**src/rtl/htw_pkg.sv**
```systemverilog
// htw_pkg: shared widths, slot map, codes and types of the hierarchical timer wheel
// no dependencies; imported by every module of the block
package htw_pkg;

    localparam int TASK_N      = 64;
    localparam int TASK_W      = $clog2(TASK_N);
    localparam int LINK_W      = TASK_W + 1;
    localparam int TICK_W      = 20;
    localparam int CNT_W       = $clog2(TASK_N + 1);

    localparam int FINE_BITS   = 8;
    localparam int MID_BITS    = 6;
    localparam int COARSE_BITS = 6;
    localparam int FINE_SLOTS   = 1 << FINE_BITS;
    localparam int MID_SLOTS    = 1 << MID_BITS;
    localparam int COARSE_SLOTS = 1 << COARSE_BITS;
    localparam int NUM_SLOTS    = FINE_SLOTS + MID_SLOTS + COARSE_SLOTS + 1;
    localparam int SLOT_W       = $clog2(NUM_SLOTS + 1);

    localparam logic [LINK_W-1:0] NIL_LINK      = LINK_W'(TASK_N);
    localparam logic [SLOT_W-1:0] MID_BASE_S    = SLOT_W'(FINE_SLOTS);
    localparam logic [SLOT_W-1:0] COARSE_BASE_S = SLOT_W'(FINE_SLOTS + MID_SLOTS);
    localparam logic [SLOT_W-1:0] FOREVER_S     = SLOT_W'(FINE_SLOTS + MID_SLOTS + COARSE_SLOTS);
    localparam logic [SLOT_W-1:0] BAD_S         = SLOT_W'(NUM_SLOTS);
    localparam logic [SLOT_W-1:0] LAST_SLOT_S   = SLOT_W'(NUM_SLOTS - 1);

    localparam logic [1:0] ACT_ADD     = 2'd0;
    localparam logic [1:0] ACT_REMOVE  = 2'd1;
    localparam logic [1:0] ACT_ADVANCE = 2'd2;

    typedef enum logic [2:0] {
        KIND_EXPIRED     = 3'd0,
        KIND_ADDED       = 3'd1,
        KIND_REMOVED     = 3'd2,
        KIND_RANGE       = 3'd3,
        KIND_NOT_PAUSED  = 3'd4,
        KIND_ALREADY     = 3'd5,
        KIND_DONE        = 3'd6
    } result_kind_t;

    typedef struct packed {
        logic [LINK_W-1:0] head;
        logic [LINK_W-1:0] tail;
    } slot_ent_t;

    typedef enum logic [4:0] {
        OP_NONE,
        OP_LATCH,
        OP_CLR,
        OP_ADD_SETUP,
        OP_SLOT_RD,
        OP_APP_WR,
        OP_APP_LINK,
        OP_ADD_DONE,
        OP_PUSH,
        OP_UL_RD,
        OP_UL_A,
        OP_UL_B,
        OP_REM_DONE,
        OP_SEL_COARSE,
        OP_SEL_MID,
        OP_SEL_FINE,
        OP_TAKE,
        OP_RF_RD,
        OP_RF_SET,
        OP_EX,
        OP_EX_NEXT,
        OP_TICK_END,
        OP_FINISH
    } dp_op_t;

    typedef struct packed {
        dp_op_t       op;
        result_kind_t kind;
    } dp_cmd_t;

    typedef struct packed {
        logic act_add;
        logic act_remove;
        logic act_advance;
        logic tid_paused;
        logic add_bad;
        logic tail_nil;
        logic walk_nil;
        logic more_ticks;
        logic fine_zero;
        logic mid_zero;
        logic coarse_ok;
        logic out_free;
        logic pend_valid;
        logic clr_last;
    } dp_status_t;

    typedef enum logic [4:0] {
        ST_CLEAR,
        ST_IDLE,
        ST_DECODE,
        ST_APP_RD,
        ST_APP_WR,
        ST_APP_LINK,
        ST_ADD_DONE,
        ST_UL_A,
        ST_UL_B,
        ST_REM_DONE,
        ST_TICK,
        ST_RF_RD,
        ST_RF_TAKE,
        ST_RF_CHK,
        ST_RF_SET,
        ST_EX_RD,
        ST_EX_TAKE,
        ST_EX_CHK,
        ST_EX_NEXT,
        ST_TICK_CHK,
        ST_FINISH
    } ctrl_state_t;

    // slot list for a wake tick relative to the current base
    function automatic logic [SLOT_W-1:0] slot_for(input logic [TICK_W-1:0] wake,
                                                   input logic [TICK_W-1:0] base);
        logic [TICK_W-1:0] wf;
        logic [TICK_W-1:0] bf;
        logic [TICK_W-1:0] wm;
        logic [TICK_W-1:0] bm;
        wf = wake >> FINE_BITS;
        bf = base >> FINE_BITS;
        wm = wf >> MID_BITS;
        bm = bf >> MID_BITS;
        if (wake == '0)
            slot_for = FOREVER_S;
        else if (wf == bf)
            slot_for = SLOT_W'(wake[FINE_BITS-1:0]);
        else if (wm == bm)
            slot_for = MID_BASE_S + SLOT_W'(wf[MID_BITS-1:0]);
        else if (wm >= TICK_W'(COARSE_SLOTS))
            slot_for = BAD_S;
        else
            slot_for = COARSE_BASE_S + SLOT_W'(wm[COARSE_BITS-1:0]);
    endfunction

endpackage

```
**src/rtl/htw_ctrl.sv**
```systemverilog
// htw_ctrl: sequencer for add, remove, slot re-filing and expiry walks
// depends on htw_pkg; issues at most one datapath operation per cycle from its status
module htw_ctrl
    import htw_pkg::*;
(
    input  logic       clk,
    input  logic       rst_n,
    input  logic       in_valid,
    output logic       in_ready,
    input  dp_status_t status,
    output dp_cmd_t    cmd
);

    ctrl_state_t state_reg, state_next;
    logic        app_add_reg, app_add_next;
    logic        rf_coarse_reg, rf_coarse_next;

    always_ff @(posedge clk or negedge rst_n)
    begin
        if (!rst_n)
        begin
            state_reg     <= ST_CLEAR;
            app_add_reg   <= 1'b0;
            rf_coarse_reg <= 1'b0;
        end
        else
        begin
            state_reg     <= state_next;
            app_add_reg   <= app_add_next;
            rf_coarse_reg <= rf_coarse_next;
        end
    end

    always_comb
    begin
        state_next     = state_reg;
        app_add_next   = app_add_reg;
        rf_coarse_next = rf_coarse_reg;
        cmd.op         = OP_NONE;
        cmd.kind       = KIND_DONE;
        in_ready       = 1'b0;
        case (state_reg)
            ST_CLEAR:
            begin
                cmd.op = OP_CLR;
                if (status.clr_last)
                    state_next = ST_IDLE;
            end
            ST_IDLE:
            begin
                in_ready = 1'b1;
                if (in_valid)
                begin
                    cmd.op     = OP_LATCH;
                    state_next = ST_DECODE;
                end
            end
            ST_DECODE:
            begin
                if (status.act_add)
                begin
                    if (status.tid_paused || status.add_bad)
                    begin
                        cmd.kind = status.tid_paused ? KIND_ALREADY : KIND_RANGE;
                        if (status.out_free)
                        begin
                            cmd.op     = OP_PUSH;
                            state_next = ST_IDLE;
                        end
                    end
                    else
                    begin
                        cmd.op       = OP_ADD_SETUP;
                        app_add_next = 1'b1;
                        state_next   = ST_APP_RD;
                    end
                end
                else if (status.act_remove)
                begin
                    if (!status.tid_paused)
                    begin
                        cmd.kind = KIND_NOT_PAUSED;
                        if (status.out_free)
                        begin
                            cmd.op     = OP_PUSH;
                            state_next = ST_IDLE;
                        end
                    end
                    else
                    begin
                        cmd.op     = OP_UL_RD;
                        state_next = ST_UL_A;
                    end
                end
                else if (status.act_advance && status.more_ticks)
                    state_next = ST_TICK;
                else
                    state_next = ST_FINISH;
            end
            ST_APP_RD:
            begin
                cmd.op     = OP_SLOT_RD;
                state_next = ST_APP_WR;
            end
            ST_APP_WR:
            begin
                cmd.op     = OP_APP_WR;
                state_next = ST_APP_LINK;
            end
            ST_APP_LINK:
            begin
                if (!status.tail_nil)
                    cmd.op = OP_APP_LINK;
                state_next = app_add_reg ? ST_ADD_DONE : ST_RF_CHK;
            end
            ST_ADD_DONE:
            begin
                if (status.out_free)
                begin
                    cmd.op     = OP_ADD_DONE;
                    state_next = ST_IDLE;
                end
            end
            ST_UL_A:
            begin
                cmd.op     = OP_UL_A;
                state_next = ST_UL_B;
            end
            ST_UL_B:
            begin
                cmd.op     = OP_UL_B;
                state_next = ST_REM_DONE;
            end
            ST_REM_DONE:
            begin
                if (status.out_free)
                begin
                    cmd.op     = OP_REM_DONE;
                    state_next = ST_IDLE;
                end
            end
            ST_TICK:
            begin
                if (status.fine_zero && status.mid_zero && status.coarse_ok)
                begin
                    cmd.op         = OP_SEL_COARSE;
                    rf_coarse_next = 1'b1;
                    state_next     = ST_RF_RD;
                end
                else if (status.fine_zero)
                begin
                    cmd.op         = OP_SEL_MID;
                    rf_coarse_next = 1'b0;
                    state_next     = ST_RF_RD;
                end
                else
                begin
                    cmd.op     = OP_SEL_FINE;
                    state_next = ST_EX_RD;
                end
            end
            ST_RF_RD:
            begin
                cmd.op     = OP_SLOT_RD;
                state_next = ST_RF_TAKE;
            end
            ST_RF_TAKE:
            begin
                cmd.op     = OP_TAKE;
                state_next = ST_RF_CHK;
            end
            ST_RF_CHK:
            begin
                if (!status.walk_nil)
                begin
                    cmd.op     = OP_RF_RD;
                    state_next = ST_RF_SET;
                end
                else if (rf_coarse_reg)
                begin
                    cmd.op         = OP_SEL_MID;
                    rf_coarse_next = 1'b0;
                    state_next     = ST_RF_RD;
                end
                else
                begin
                    cmd.op     = OP_SEL_FINE;
                    state_next = ST_EX_RD;
                end
            end
            ST_RF_SET:
            begin
                cmd.op       = OP_RF_SET;
                app_add_next = 1'b0;
                state_next   = ST_APP_RD;
            end
            ST_EX_RD:
            begin
                cmd.op     = OP_SLOT_RD;
                state_next = ST_EX_TAKE;
            end
            ST_EX_TAKE:
            begin
                cmd.op     = OP_TAKE;
                state_next = ST_EX_CHK;
            end
            ST_EX_CHK:
            begin
                if (status.walk_nil)
                begin
                    cmd.op     = OP_TICK_END;
                    state_next = ST_TICK_CHK;
                end
                else if (!status.pend_valid || status.out_free)
                begin
                    cmd.op     = OP_EX;
                    state_next = ST_EX_NEXT;
                end
            end
            ST_EX_NEXT:
            begin
                cmd.op     = OP_EX_NEXT;
                state_next = ST_EX_CHK;
            end
            ST_TICK_CHK:
            begin
                state_next = status.more_ticks ? ST_TICK : ST_FINISH;
            end
            ST_FINISH:
            begin
                if (status.out_free)
                begin
                    cmd.op     = OP_FINISH;
                    state_next = ST_IDLE;
                end
            end
            default:
            begin
                state_next = ST_IDLE;
            end
        endcase
    end

endmodule
```
**config.mk**
```make
export PLATFORM = sky130hd
export DESIGN_NAME = htw_ctrl
export DESIGN_NICKNAME = d
export VERILOG_FILES = /design/src/rtl/htw_pkg.sv /design/src/rtl/htw_ctrl.sv
export SDC_FILE = /design/constraint.sdc
export NUM_CORES = 1
export LEC_CHECK = 0
export BUFFER_PORTS_ARGS = -buffer_cell sky130_fd_sc_hd__buf_2
export CORE_MARGIN = 10
export CORE_UTILIZATION = 30
export DETAILED_ROUTE_END_ITERATION = 12
export HOLD_SLACK_MARGIN = 0.05
export MAX_ROUTING_LAYER = met4
export PLACE_DENSITY = 0.49
export SETUP_SLACK_MARGIN = 0.15
export SLEW_MARGIN = 25
export SYNTH_ARGS = -nofsm -noshare
export SYNTH_HDL_FRONTEND = slang
export SYNTH_SLANG_ARGS = --single-unit
```
**constraint.sdc**
```tcl
create_clock -name clk -period 2 [get_ports clk]
set_clock_uncertainty 0.05 [all_clocks]
set_input_delay 0.4 -clock clk [delete_from_list [all_inputs] [get_ports clk]]
set_output_delay 0.4 -clock clk [all_outputs]
set_load 0.05 [all_outputs]
```
-- Word-level counts from Yosys, hierarchy flattened
Index checks and enable logic that the tools add are counted.
- input port bits: 17
- word-level logic and storage cells: 92
- output and inout bits: 9
- register bits after elaboration: 7
- eq/ne operators: 27
- multiplexer cells: 46
- reduce and logical (&&, ||, !) cells: 16
- operators by type and width (cell ; count):
    $pmux 5 s18 ; 1
    $pmux 5 s17 ; 1
    $mux 5 ; 16
    $eq 5x4->1 const B ; 8
    $mux 3 ; 9
    $eq 5x5->1 const B ; 5
    $eq 5x3->1 const B ; 4
    $mux 4 ; 4
    $mux 8 ; 2
    $eq 5x2->1 const B ; 2
    $ne 2x2->1 const B ; 5
    $mux 1 ; 9
    $reduce_and 3->1 ; 3
    $ne 3x3->1 const B ; 2
    $reduce_or 3->1 ; 2
    $eq 5x1->1 const B ; 1
    $logic_not 5->1 ; 1
    $mux 2 ; 2
    $pmux 1 s2 ; 2
    $reduce_bool 2->1 ; 2
    $reduce_or 2->1 ; 2
    $logic_and 1x1->1 ; 3
    $logic_or 1x1->1 ; 2
    $logic_not 1->1 ; 1

-- Longest topological paths before layout
Gate-level depths: netlist of the first run.
- depth after elaboration: 5
- depth in mapped cells: 8
- mapped depth without buffers: 5

-- Worst setup path before layout of the first run
OpenSTA, ideal clock, no wires.
- path kind: reg2out
- start: reg state_reg[1]
- end: out cmd[3] (netlist bit)
- setup slack: -1.086 ns
- cell stages (with the launch flop): 6
- path buffers: 1
- arrival time: 2.636 ns
- required time: 1.550 ns
- path through: dfrtp_1 or3_1 buf_2 nor3_1 a21oi_1 nand4_1
- RTL lines (what ; line ; text):
    start, declared ; htw_ctrl.sv:14 ; ctrl_state_t state_reg, state_next;
    start signal, assigned ; htw_ctrl.sv:28 ; state_reg <= state_next;
    end, declared ; htw_ctrl.sv:11 ; output dp_cmd_t cmd

==> results of run 1 <==
## layer usage
metal  GRT usage  share of wire  wire (um)
met3      0.0195          0.063        345
met2       0.237           0.51       2770
met4      0.0262          0.014         74
met5           -              0          0
met1       0.178           0.42       2280
## stage by stage
step,instance area [um^2],cells,setup slack (ns),hold slack [ns]
final,2080,309,-0.286,0.428
after detailed placement,1700,292,-0.151,0.196
after global placement,1700,292,-0.121,0.190
after floorplan,1250,188,-0.309,0.0544
after global routing,2080,309,-0.364,0.463
after CTS,1920,302,-0.271,0.420
## cell usage in the layout (no fill, tap or decap), types with 5 or more instances in the layout
master,Yosys,routed
nor2_1,22,14
nor3_1,7,5
a21oi_2,0,8
nand3_1,8,7
dfrtp_1,7,5
a21oi_1,25,17
buf_2,10,18
o21ai_0,12,10
buf_6,1,13
buf_4,1,53
nand2_1,19,17
nor2b_2,0,5
## worst max-delay path by stage
stage          endpoint  slack [ns]                     start
6_report         cmd[4]       -0.29  state_reg[4]$_DFFE_PN0P_
3_3_place_gp     cmd[4]       -0.12  state_reg[4]$_DFFE_PN0P_
3_5_place_dp     cmd[4]       -0.15  state_reg[3]$_DFFE_PN0P_
4_1_cts          cmd[4]       -0.27  state_reg[4]$_DFFE_PN0P_
5_1_grt          cmd[4]       -0.36  state_reg[3]$_DFFE_PN0P_
2_1_floorplan    cmd[4]       -0.31  state_reg[3]$_DFFE_PN0P_
## cell families after synthesis
family,synth area share
buffers and inverters,0.0956
muxes,0.00840
and+or+nand+nor,0.373
AOI/OAI and AO/OA,0.376
DFF,0.147
## what timing repair did
item                       in CTS  in global routing
gates cloned                    0                  2
setup endpoints to repair      13                 14
hold endpoints to repair        7                  0
hold buffers                    1                  0
setup buffers                   5                  5
gates resized for setup        35                 30
pin swaps                       4                 13
## worst register-to-register path: stages, from the launching register on
cell and delay (ns):
dfrtp_1 0.40, buf_4 0.15, buf_6 0.12, buf_6 0.13, nor2b_2 0.16, buf_4 0.15
a22o_1 0.19, a21oi_2 0.13, nor2_2 0.05, a221o_1 0.32
## power groups by stage
| stage | logic, mW | clock network (mW) | registers, mW |
|---|---|---|---|
| after floorplan | 1.51 | 0 | 0.240 |
| after global placement | 2.29 | 0 | 0.253 |
| after detailed placement | 2.29 | 0 | 0.254 |
| after CTS | 2.57 | 0.200 | 0.258 |
| after global routing | 3.04 | 0.213 | 0.283 |
| final | 2.86 | 0.195 | 0.273 |
## layout make-up
type	instances	area (um^2)	share of cell area
multi-input combinational	157	1100	0.528
inverter	6	22.5	0.0108
timing repair buffer	87	674	0.325
sequential	7	178	0.0856
tap	48	60.1	0.0289
clock buffer	4	45.0	0.0217
==> flow_summary.rst, run 1 <==
.. list-table::
   :header-rows: 1

   * - Metric
     - Value
   * - Run status
     - finished, violations left
   * - Failing checks
     - negative setup slack
   * - Global Route Usage Sum
     - 0.142
   * - Worst r2r dst
     - state_reg[3]$_DFFE_PN0P_
   * - Number of hold violations in the final report
     - 0
   * - Gpl congestion
     - 0.946
   * - # rows
     - 22
   * - Leakage power total
     - about 0.9 nW
   * - Sequential-to-total area share from yosys stat
     - 0.147
   * - Pin count of the biggest net entering global routing
     - 16
   * - Routed Antenna Nets
     - 0
   * - Fin util
     - 0.554
   * - Number of clock buffers inserted by TritonCTS
     - 3
   * - Smallest setup slack after layout
     - -0.286 ns
   * - Post-synthesis instance area
     - approximately 1200 um^2
   * - Library cell used as clock root buffer
     - clkbuf_8
   * - Floorplan die height
     - about 83 um
   * - Number of antenna cells inserted
     - 0
   * - Number of pins exceeding their max-slew limit in the final report
     - 0
   * - DRC Markers
     - 0
   * - Cell Int Power
     - roughly 1.6 mW
   * - 1st-iter DRT viols
     - 198
   * - Proportion of netlist area held by the largest area contributor
     - 0.147
   * - First-pass GRT wire length
     - 8360 um
   * - Final period utilization
     - 1.14
   * - Htree depth
     - 1
   * - Commonest cells in the netlist
     - a21oi_1, nor2_1, nand2_1
   * - # clock sinks
     - 7
   * - Crit path max fanout
     - 2
   * - CP cell instances
     - or4b_4 -> nor2_4 -> a31oi_1 -> nor4b_2 -> o211ai_1 -> buf_4
   * - TritonCTS clock tree
     - built
   * - Most numerous cell in the Yosys netlist
     - a21oi_1
   * - Die Area
     - around 6900 um^2
   * - Highest cell delay on the worst timing path
     - ~0.58 ns
   * - Vias per inst
     - ~5.9
   * - Critical path depth
     - 6
   * - Die width
     - slightly above 80 um
   * - DR pass1 iterations
     - 5
   * - Cell depth of the worst min-delay path
     - 3
   * - Type of element launching the critical path
     - register
   * - Endpoint required time on the critical path
     - roughly 1.6 ns
   * - Net count, final
     - 279
   * - Synth Flop Type
     - dfrtp_1
   * - Slew margin rel.
     - 0.747
   * - Setup repair after global routing missed its margin
     - true
   * - Fraction of registers with async set or reset after synthesis
     - 1.00
   * - Switching share of power
     - 0.512
   * - I/O pin total
     - 26
   * - Sum of routed wire length over all layers
     - approximately 5500 um
   * - Data arrival time of the critical path
     - 1.84 ns
   * - Antenna violations before repair
     - 0
   * - Register-to-Register Setup Slack
     - ~0.040 ns
   * - Transition at the pin with the smallest max-transition slack
     - roughly 0.38 ns
   * - Clock insertion delay at the later pin of the skew report
     - 0.22 ns
   * - Leading cell types by total area after synthesis
     - dfrtp_1, a21oi_1, nor2_1
   * - Setup TNS after final layout
     - -1.70 ns
   * - FF-to-FF Start
     - state_reg[0]$_DFFE_PN0P_
   * - Area inside the core boundary
     - around 3700 um^2
   * - Netlist cell types
     - 46
   * - Clk network pwr share
     - 0.059
   * - Initial core utilization
     - 0.318
   * - Number of instances in the synthesized netlist
     - around 190
   * - Proportion of layout cells with a drive suffix above 1
     - 0.502
   * - Origin of the worst min-delay path
     - status[0]
   * - Min cycle time layout
     - about 2.3 ns
   * - IR drop worst, VDD
     - 0.000839 V
   * - Total via count in the routed design
     - around 1,800
   * - Design Power
     - about 3.3 mW
   * - Worst Path Class, Setup
     - reg2out
   * - Max-cap viol count
     - 0
   * - Filler cells
     - between 300 and 400
   * - Routed wire length per instance
     - ~18 um
   * - Post-detailed-placement half-perimeter wirelength
     - ~4000 um
   * - Layout Area Growth over Synthesis
     - 74.3%
   * - Total congestion overflow after global routing
     - 0
   * - Count of buffering cells on the critical path with inverters included
     - 1
   * - F_max
     - ~440 MHz
   * - Number of flops mapped to enable cells by yosys
     - 0
   * - Critical-path top delay cell
     - or4b_4
   * - Warnings, synthesis
     - 0
   * - # port buffers
     - 25
   * - Maximum buffer depth of the clock tree
     - 2
   * - Power density cells
     - 1600 nW/um^2
   * - Max reg flops
     - 5
   * - Synth area leader
     - dfrtp_1
   * - Post-synth net total
     - about 210
   * - Critical path endpoint category
     - primary output
   * - Power share of the sequential group
     - 0.082
   * - End point of the worst hold path
     - state_reg[0]$_DFFE_PN0P_
   * - Average cell area after synthesis
     - 6.34 um^2
   * - Vias in the first global route
     - approximately 1,700
   * - Setup violators final
     - 8
   * - Comb power frac
     - 0.859
   * - Reg clk slew, reported paths
     - roughly 0.040 ns
   * - Family with the most delay on the worst path
     - simple AND/OR/NAND/NOR gates
   * - Net switching power
     - 1.71 mW
   * - Class of the most critical hold timing path
     - in2reg
   * - Count of state elements after synthesis
     - 7
   * - Logic depth of the worst register-to-register path
     - 9
Note: power is estimated with default switching activity, not from simulation.
==> run 2: changes to the inputs <==
--- a/config.mk
+++ b/config.mk
@@ -12,7 +12,7 @@
 export HOLD_SLACK_MARGIN = 0.05
 export MAX_ROUTING_LAYER = met4
 export PLACE_DENSITY = 0.49
-export SETUP_SLACK_MARGIN = 0.15
+export SETUP_SLACK_MARGIN = 0.1
 export SLEW_MARGIN = 25
 export SYNTH_ARGS = -nofsm -noshare
 export SYNTH_HDL_FRONTEND = slang
==> run 2 against run 1 <==
Net effect:
- the run still ends with negative setup slack left
- sequential share of layout area up 0.078 points
- routed wire length is 3.3% lower
- setup slack worse by 0.016 ns
- via count down 5.6%
- power is 1.1% lower
- final area is 0.90% lower
- first-iteration DRC count fell by 26%
- combinational power barely moved
- global-route usage is 0.13 points higher
- final cell count is 1.6% lower
- hold slack worse by 0.0045 ns
- non-clock buffer count is 5 lower
- critical endpoint unchanged
- largest cell class unchanged
==> flow_summary.rst, run 2 (synthesis gave the netlist of run 1 again) <==
.. list-table::
   :header-rows: 1

   * - Metric
     - Value
   * - Class of the most critical hold timing path
     - in2reg
   * - Slew margin rel.
     - 0.753 (+0.00645)
   * - Number of antenna cells inserted
     - 0 (unchanged)
   * - Library cell used as clock root buffer
     - clkbuf_8
   * - Pin count of the biggest net entering global routing
     - 21 (+5)
   * - # clock sinks
     - 7 (unchanged)
   * - Total via count in the routed design
     - 1,712 (-5.6%)
   * - Type of element launching the critical path
     - register
   * - Routed Antenna Nets
     - 0 (unchanged)
   * - Reg clk slew, reported paths
     - 0.04 ns (about the same)
   * - Failing checks
     - negative setup slack
   * - Maximum buffer depth of the clock tree
     - 2 (unchanged)
   * - Power density cells
     - 1600 nW/um^2 (-0.16%)
   * - # port buffers
     - 25 (unchanged)
   * - Cell total after placement
     - 293 (+0.34%)
   * - Vias in the first global route
     - 1,735 (+0.99%)
   * - Gpl congestion
     - 0.925 (-2.3%)
   * - Post-place instance area
     - 1700 um^2 (+0.44%)
   * - Min cycle time layout
     - 2.30 ns (+0.0155 ns)
   * - Floorplan die height
     - 83.0 um (unchanged)
   * - Worst r2r dst
     - state_reg[2]$_DFFE_PN0P_
   * - First-pass GRT wire length
     - 8340 um (-0.16%)
   * - Max-cap viol count
     - 0 (unchanged)
   * - Data arrival time of the critical path
     - 1.85 ns (about the same)
   * - I/O pin total
     - 26 (unchanged)
   * - Sum of routed wire length over all layers
     - 5280 um (-3.3%)
   * - Highest cell delay on the worst timing path
     - 0.54 ns (-0.04 ns)
   * - Global Route Usage Sum
     - 0.143 (+0.00134)
   * - Die width
     - 83.0 um (unchanged)
   * - Critical path endpoint category
     - primary output
   * - Proportion of layout cells with a drive suffix above 1
     - 0.484 (-0.0175)
   * - Design Power
     - 3.30 mW (-1.1%)
   * - Most common library cell in the layout ignoring fill and taps
     - buf_4
   * - # rows
     - 22 (unchanged)
   * - Initial core utilization
     - 0.318 (unchanged)
   * - End point of the worst hold path
     - state_reg[0]$_DFFE_PN0P_
   * - Run status
     - finished, violations left
   * - Commonest cells after routing, fill and taps aside
     - buf_4, a21oi_1, nand2_1, buf_2
   * - Leakage power total
     - 0.873 nW (-2.8%)
   * - Number of hold violations in the final report
     - 0 (unchanged)
   * - Number of clock buffers inserted by TritonCTS
     - 3 (unchanged)
   * - Htree depth
     - 1 (unchanged)
   * - Worst Path Class, Setup
     - reg2out
   * - CP cell instances
     - or4b_4 -> nor2_4 -> a31oi_2 -> nor4b_2 -> o211ai_1 -> buf_4
   * - Clock insertion delay at the later pin of the skew report
     - 0.22 ns (about the same)
   * - IR drop worst, VDD
     - 0.000614 V (-27%)
   * - Number of pins exceeding their max-slew limit in the final report
     - 0 (unchanged)
   * - Setup violators final
     - 8 (unchanged)
   * - Summed area of non-filler cells in the final layout
     - 2060 um^2 (-0.90%)
   * - Post-detailed-placement half-perimeter wirelength
     - 4010 um (+2.5%)
   * - Post-route non-filler standard cell count
     - 304 (-1.6%)
   * - Fin util
     - 0.549 (-0.00501)
   * - DR pass1 iterations
     - 4 (-1)
   * - Max reg flops
     - 5 (unchanged)
   * - Critical-path top delay cell
     - or4b_4
   * - Layout Area Growth over Synthesis
     - 72.7%
   * - Smallest setup slack after layout
     - -0.302 ns (-0.0155 ns)
   * - Net count, final
     - 274 (-1.8%)
   * - FF-to-FF Start
     - state_reg[0]$_DFFE_PN0P_
   * - Setup TNS after final layout
     - -1.71 ns (-0.00830 ns)
   * - Final period utilization
     - 1.15 (+0.00777)
   * - Endpoint required time on the critical path
     - 1.55 ns (about the same)
   * - Transition at the pin with the smallest max-transition slack
     - 0.370 ns (-0.00949 ns)
   * - Antenna violations before repair
     - 0 (unchanged)
   * - 1st-iter DRT viols
     - 146 (-26%)
   * - Origin of the worst min-delay path
     - status[0]
   * - Vias per inst
     - 5.63 (-4.0%)
   * - Routed wire length per instance
     - 17.4 um (-1.7%)
   * - Filler cells
     - 384 (+8.2%)
   * - DRC Markers
     - 0 (unchanged)
   * - F_max
     - 434 MHz (-0.68%)
   * - Setup repair after global routing missed its margin
     - true
   * - Register-to-Register Setup Slack
     - 0.10 ns (+0.06 ns)
   * - Logic depth of the worst register-to-register path
     - 9 (unchanged)
   * - Cell depth of the worst min-delay path
     - 3 (unchanged)
   * - Die Area
     - 6890 um^2 (unchanged)
   * - TritonCTS clock tree
     - built
   * - Area inside the core boundary
     - 3740 um^2 (unchanged)
   * - Crit path max fanout
     - 4 (+2)
   * - Total congestion overflow after global routing
     - 0 (unchanged)
## run 2: cell types whose count changed in the layout (fill, tap and decap cells not counted), moves of 2 or more
cell     before  now
buf_4        53   47
nor2b_2       5    2
o32ai_1       3    1
a21oi_1      17   20
nor2b_1       4    6
o32ai_2       0    2
a21oi_2       8    5
## run 2: cell type report
type | instances | area, um^2 | area share
multi-input combinational | 157 | 1100 | 0.535
timing repair buffer | 82 | 651 | 0.316
sequential | 7 | 178 | 0.0864
tap | 48 | 60.1 | 0.0292
clock buffer | 4 | 45.0 | 0.0219
inverter | 6 | 22.5 | 0.0109
## run 2: report_power, final
part	switching [mW]	total [mW]	internal, mW
combinational	1.56	2.83	1.27
sequential	0.0667	0.276	0.209
clock	0.0566	0.194	0.138
## run 2: worst max-delay path by stage
stage / start / end / slack, ns
2_1_floorplan: state_reg[3]$_DFFE_PN0P_ / cmd[4] / -0.31
3_3_place_gp: state_reg[2]$_DFFE_PN0P_ / cmd[4] / -0.14
3_5_place_dp: state_reg[3]$_DFFE_PN0P_ / cmd[4] / -0.16
4_1_cts: state_reg[0]$_DFFE_PN0P_ / cmd[4] / -0.29
5_1_grt: state_reg[0]$_DFFE_PN0P_ / cmd[3] / -0.39
6_report: state_reg[3]$_DFFE_PN0P_ / cmd[4] / -0.30
## run 2: worst max-delay path, delay by kind of cell, from the launching register on
kind / cells / cell delay (ns)
AOI/OAI and AO/OA: 2 / 0.14
buffers and inverters: 1 / 0.23
DFF: 1 / 0.43
and+or+nand+nor: 3 / 0.83
## run 2: per-layer routing
layer	track usage	wire [um]
met4	0.0554	117
met1	0.167	2310
met5	-	0
met3	0.0244	245
met2	0.238	2610
## run 2: per-stage QoR
step	setup WS, ns	hold slack (ns)
floorplan	-0.309	0.0544
global placement	-0.143	0.189
detailed placement	-0.156	0.189
CTS	-0.286	0.428
global route	-0.394	0.454
finish	-0.302	0.424
## run 2: repair_timing
item | CTS | global route
pin swaps | 5 | 13
buffers inserted | 2 | 4
hold buffers | 1 | 0
endpoints found under the hold margin | 7 | 0
setup endpoints to repair | 13 | 14
gates resized for setup | 35 | 31
==> run 3: changes to the inputs <==
--- a/config.mk
+++ b/config.mk
@@ -11,7 +11,7 @@
 export DETAILED_ROUTE_END_ITERATION = 12
 export HOLD_SLACK_MARGIN = 0.05
 export MAX_ROUTING_LAYER = met4
-export PLACE_DENSITY = 0.49
+export PLACE_DENSITY = 0.47
 export SETUP_SLACK_MARGIN = 0.1
 export SLEW_MARGIN = 25
 export SYNTH_ARGS = -nofsm -noshare
==> constraint.sdc (replaced) <==
create_clock -name clk -period 2.25 [get_ports clk]
set_clock_uncertainty 0.05 [all_clocks]
set_input_delay 0.45 -clock clk [delete_from_list [all_inputs] [get_ports clk]]
set_output_delay 0.45 -clock clk [all_outputs]
set_load 0.05 [all_outputs]
==> run 3 against run 2 <==
Net effect:
- the flow still finishes with violations (negative setup slack)
- first-iteration DRC count up 8.2%
- final area down 13%
- non-clock buffer count decreased by 20
- clock-buffer cell count stayed put
- largest power group unchanged
==> flow_summary.rst, run 3 (synthesis gave the netlist of run 1 again) <==
.. list-table::
   :header-rows: 1

   * - Metric
     - Value
   * - DR pass1 iterations
     - 4 (unchanged)
   * - Slew margin rel.
     - 0.741 (-0.0118)
   * - Final worst hold slack
     - 0.464 ns (+0.0407 ns)
   * - Critical-path top delay cell
     - or4b_4
   * - Number of antenna cells inserted
     - 0 (unchanged)
   * - Leakage power total
     - 0.754 nW (-14%)
   * - Floorplan die height
     - 83.0 um (unchanged)
   * - Post-detailed-placement half-perimeter wirelength
     - 3920 um (-2.3%)
   * - # clock sinks
     - 7 (unchanged)
   * - CP cell instances
     - or4b_4 -> nor2_4 -> a31oi_2 -> nor4b_2 -> o211ai_1 -> buf_4
   * - Total congestion overflow after global routing
     - 0 (unchanged)
   * - Die Area
     - 6890 um^2 (unchanged)
   * - Most common library cell in the layout ignoring fill and taps
     - buf_4
   * - Antenna violations before repair
     - 0 (unchanged)
   * - Layout Area Growth over Synthesis
     - 50.7%
   * - # rows
     - 22 (unchanged)
   * - Fin util
     - 0.480 (-0.0699)
   * - Endpoint required time on the critical path
     - 1.75 ns (+0.20 ns)
   * - Maximum buffer depth of the clock tree
     - 2 (unchanged)
   * - IR drop worst, VDD
     - 0.000589 V (-4.0%)
   * - DRC Markers
     - 0 (unchanged)
   * - Max-cap viol count
     - 0 (unchanged)
   * - Initial core utilization
     - 0.318 (unchanged)
   * - Reg clk slew, reported paths
     - 0.04 ns (about the same)
   * - Die width
     - 83.0 um (unchanged)
   * - F_max
     - about 430 MHz
   * - Post-route non-filler standard cell count
     - 284 (-6.6%)
   * - FF-to-FF Start
     - state_reg[4]$_DFFE_PN0P_
   * - TritonCTS clock tree
     - built
   * - Commonest cells after routing, fill and taps aside
     - buf_4, a21oi_1, nand2_1, buf_2, nor2_1
   * - Routed Antenna Nets
     - 0 (unchanged)
   * - Max reg flops
     - 5 (unchanged)
   * - Setup repair after global routing missed its margin
     - true
   * - Crit path max fanout
     - 3 (-1)
   * - I/O pin total
     - 26 (unchanged)
   * - Class of the most critical hold timing path
     - reg2reg
   * - Highest cell delay on the worst timing path
     - 0.58 ns (+0.04 ns)
   * - Critical path endpoint category
     - primary output
   * - Failing checks
     - negative setup slack
   * - Final period utilization
     - 1.04
   * - Proportion of layout cells with a drive suffix above 1
     - 0.394 (-0.0903)
   * - Worst slack after detailed placement
     - 0.0570 ns (+0.213 ns)
   * - Setup violators final
     - 5 (-3)
   * - Min cycle time layout
     - roughly 2.4 ns
   * - Power density cells
     - 1450 nW/um^2 (-9.6%)
   * - # port buffers
     - 25 (unchanged)
   * - Run status
     - finished, violations left
   * - Vias in the first global route
     - 1,595 (-8.1%)
   * - Smallest setup slack after layout
     - -0.101 ns (+0.201 ns)
   * - Data arrival time of the critical path
     - 1.85 ns (about the same)
   * - Vias per inst
     - 5.79 (+2.7%)
   * - Cell total after placement
     - 275 (-6.1%)
   * - Type of element launching the critical path
     - register
   * - Design Power
     - 2.60 mW (-21%)
   * - Sum of routed wire length over all layers
     - 4990 um (-5.6%)
   * - Htree depth
     - 1 (unchanged)
   * - Routed wire length per instance
     - 17.6 um (+1.0%)
   * - Number of pins exceeding their max-slew limit in the final report
     - 0 (unchanged)
   * - First-pass GRT wire length
     - 7850 um (-6.0%)
   * - Area inside the core boundary
     - 3740 um^2 (unchanged)
   * - Net count, final
     - 254 (-7.3%)
   * - Library cell used as clock root buffer
     - clkbuf_8
   * - Clock insertion delay at the later pin of the skew report
     - 0.22 ns (about the same)
   * - Number of clock buffers inserted by TritonCTS
     - 3 (unchanged)
   * - Number of hold violations in the final report
     - 0 (unchanged)
   * - Total via count in the routed design
     - 1,643 (-4.0%)
   * - Global Route Usage Sum
     - 0.135 (-0.00805)
   * - Origin of the worst min-delay path
     - app_add_reg$_DFFE_PN0P_
   * - Worst Path Class, Setup
     - reg2out
   * - 1st-iter DRT viols
     - 158 (+8.2%)
   * - Transition at the pin with the smallest max-transition slack
     - 0.383 ns (+0.0129 ns)
   * - Launch point of the critical path
     - state_reg[0]$_DFFE_PN0P_
   * - Gpl congestion
     - 0.946 (+2.3%)
   * - Pin count of the biggest net entering global routing
     - 16 (-24%)
run 3: cell count changes in the layout (fill, tap and decap cells not counted), sizes merged:
cell,change
buf,-20
run 3: report_power, final:
part	switching (mW)	internal, mW
combinational	1.28	0.906
clock	0.0503	0.122
sequential	0.0574	0.184
run 3: cell type report:
type / count / area [um^2]
Inverter: 6 / 22.5
Timing Repair Buffer: 62 / 460
Fill cell: 415 / 1950
Sequential cell: 7 / 176
Clock buffer: 4 / 45.0
Tap cell: 48 / 60.1
Multi-Input combinational cell: 157 / 1030
run 3: metrics by stage:
stage	instance area, um^2	setup TNS [ns]
2_1_floorplan	1220	-0.216
3_3_place_gp	1550	0
3_5_place_dp	1550	0
4_1_cts	1710	-0.242
5_1_grt	1800	-0.707
6_report	1800	-0.254
run 3: routing by layer:
metal | up-vias | global-route usage | part of all wire
met1 | 766 | 0.167 | 0.46
met2 | 61 | 0.224 | 0.49
met4 | 0 | 0.0400 | 0.019
met5 | - | - | 0
li1 | 802 | - | -
met3 | 14 | 0.0156 | 0.038
run 3: final timing paths:
| kind | to | slack (ns) | depth (start not counted) |
|---|---|---|---|
| worst min register to register | app_add_reg$_DFFE_PN0P_ | 0.46 | 1 |
| min in group asynchronous | state_reg[2]$_DFFE_PN0P_ | 0.53 | 2 |
| max in group asynchronous | state_reg[1]$_DFFE_PN0P_ | 1.45 | 2 |
| worst max register to register | state_reg[0]$_DFFE_PN0P_ | 0.27 | 7 |
| worst max-delay path | cmd[4] | -0.10 | 6 |
| worst min-delay path | app_add_reg$_DFFE_PN0P_ | 0.46 | 1 |
run 3: worst max-delay path: cells and delay by family, from the launching register on:
family                 cells  cell delay [ns]
DFF                        1             0.39
buffers and inverters      1             0.23
and+or+nand+nor            3             0.87
AOI/OAI and AO/OA          2             0.14
run 3: timing repair:
item                       CTS  global route
hold buffers                 1             0
setup endpoints to repair    8             7
hold endpoints to repair     7             0
setup buffers                2             2
pin swaps                    3             3
gates resized for setup     28            17
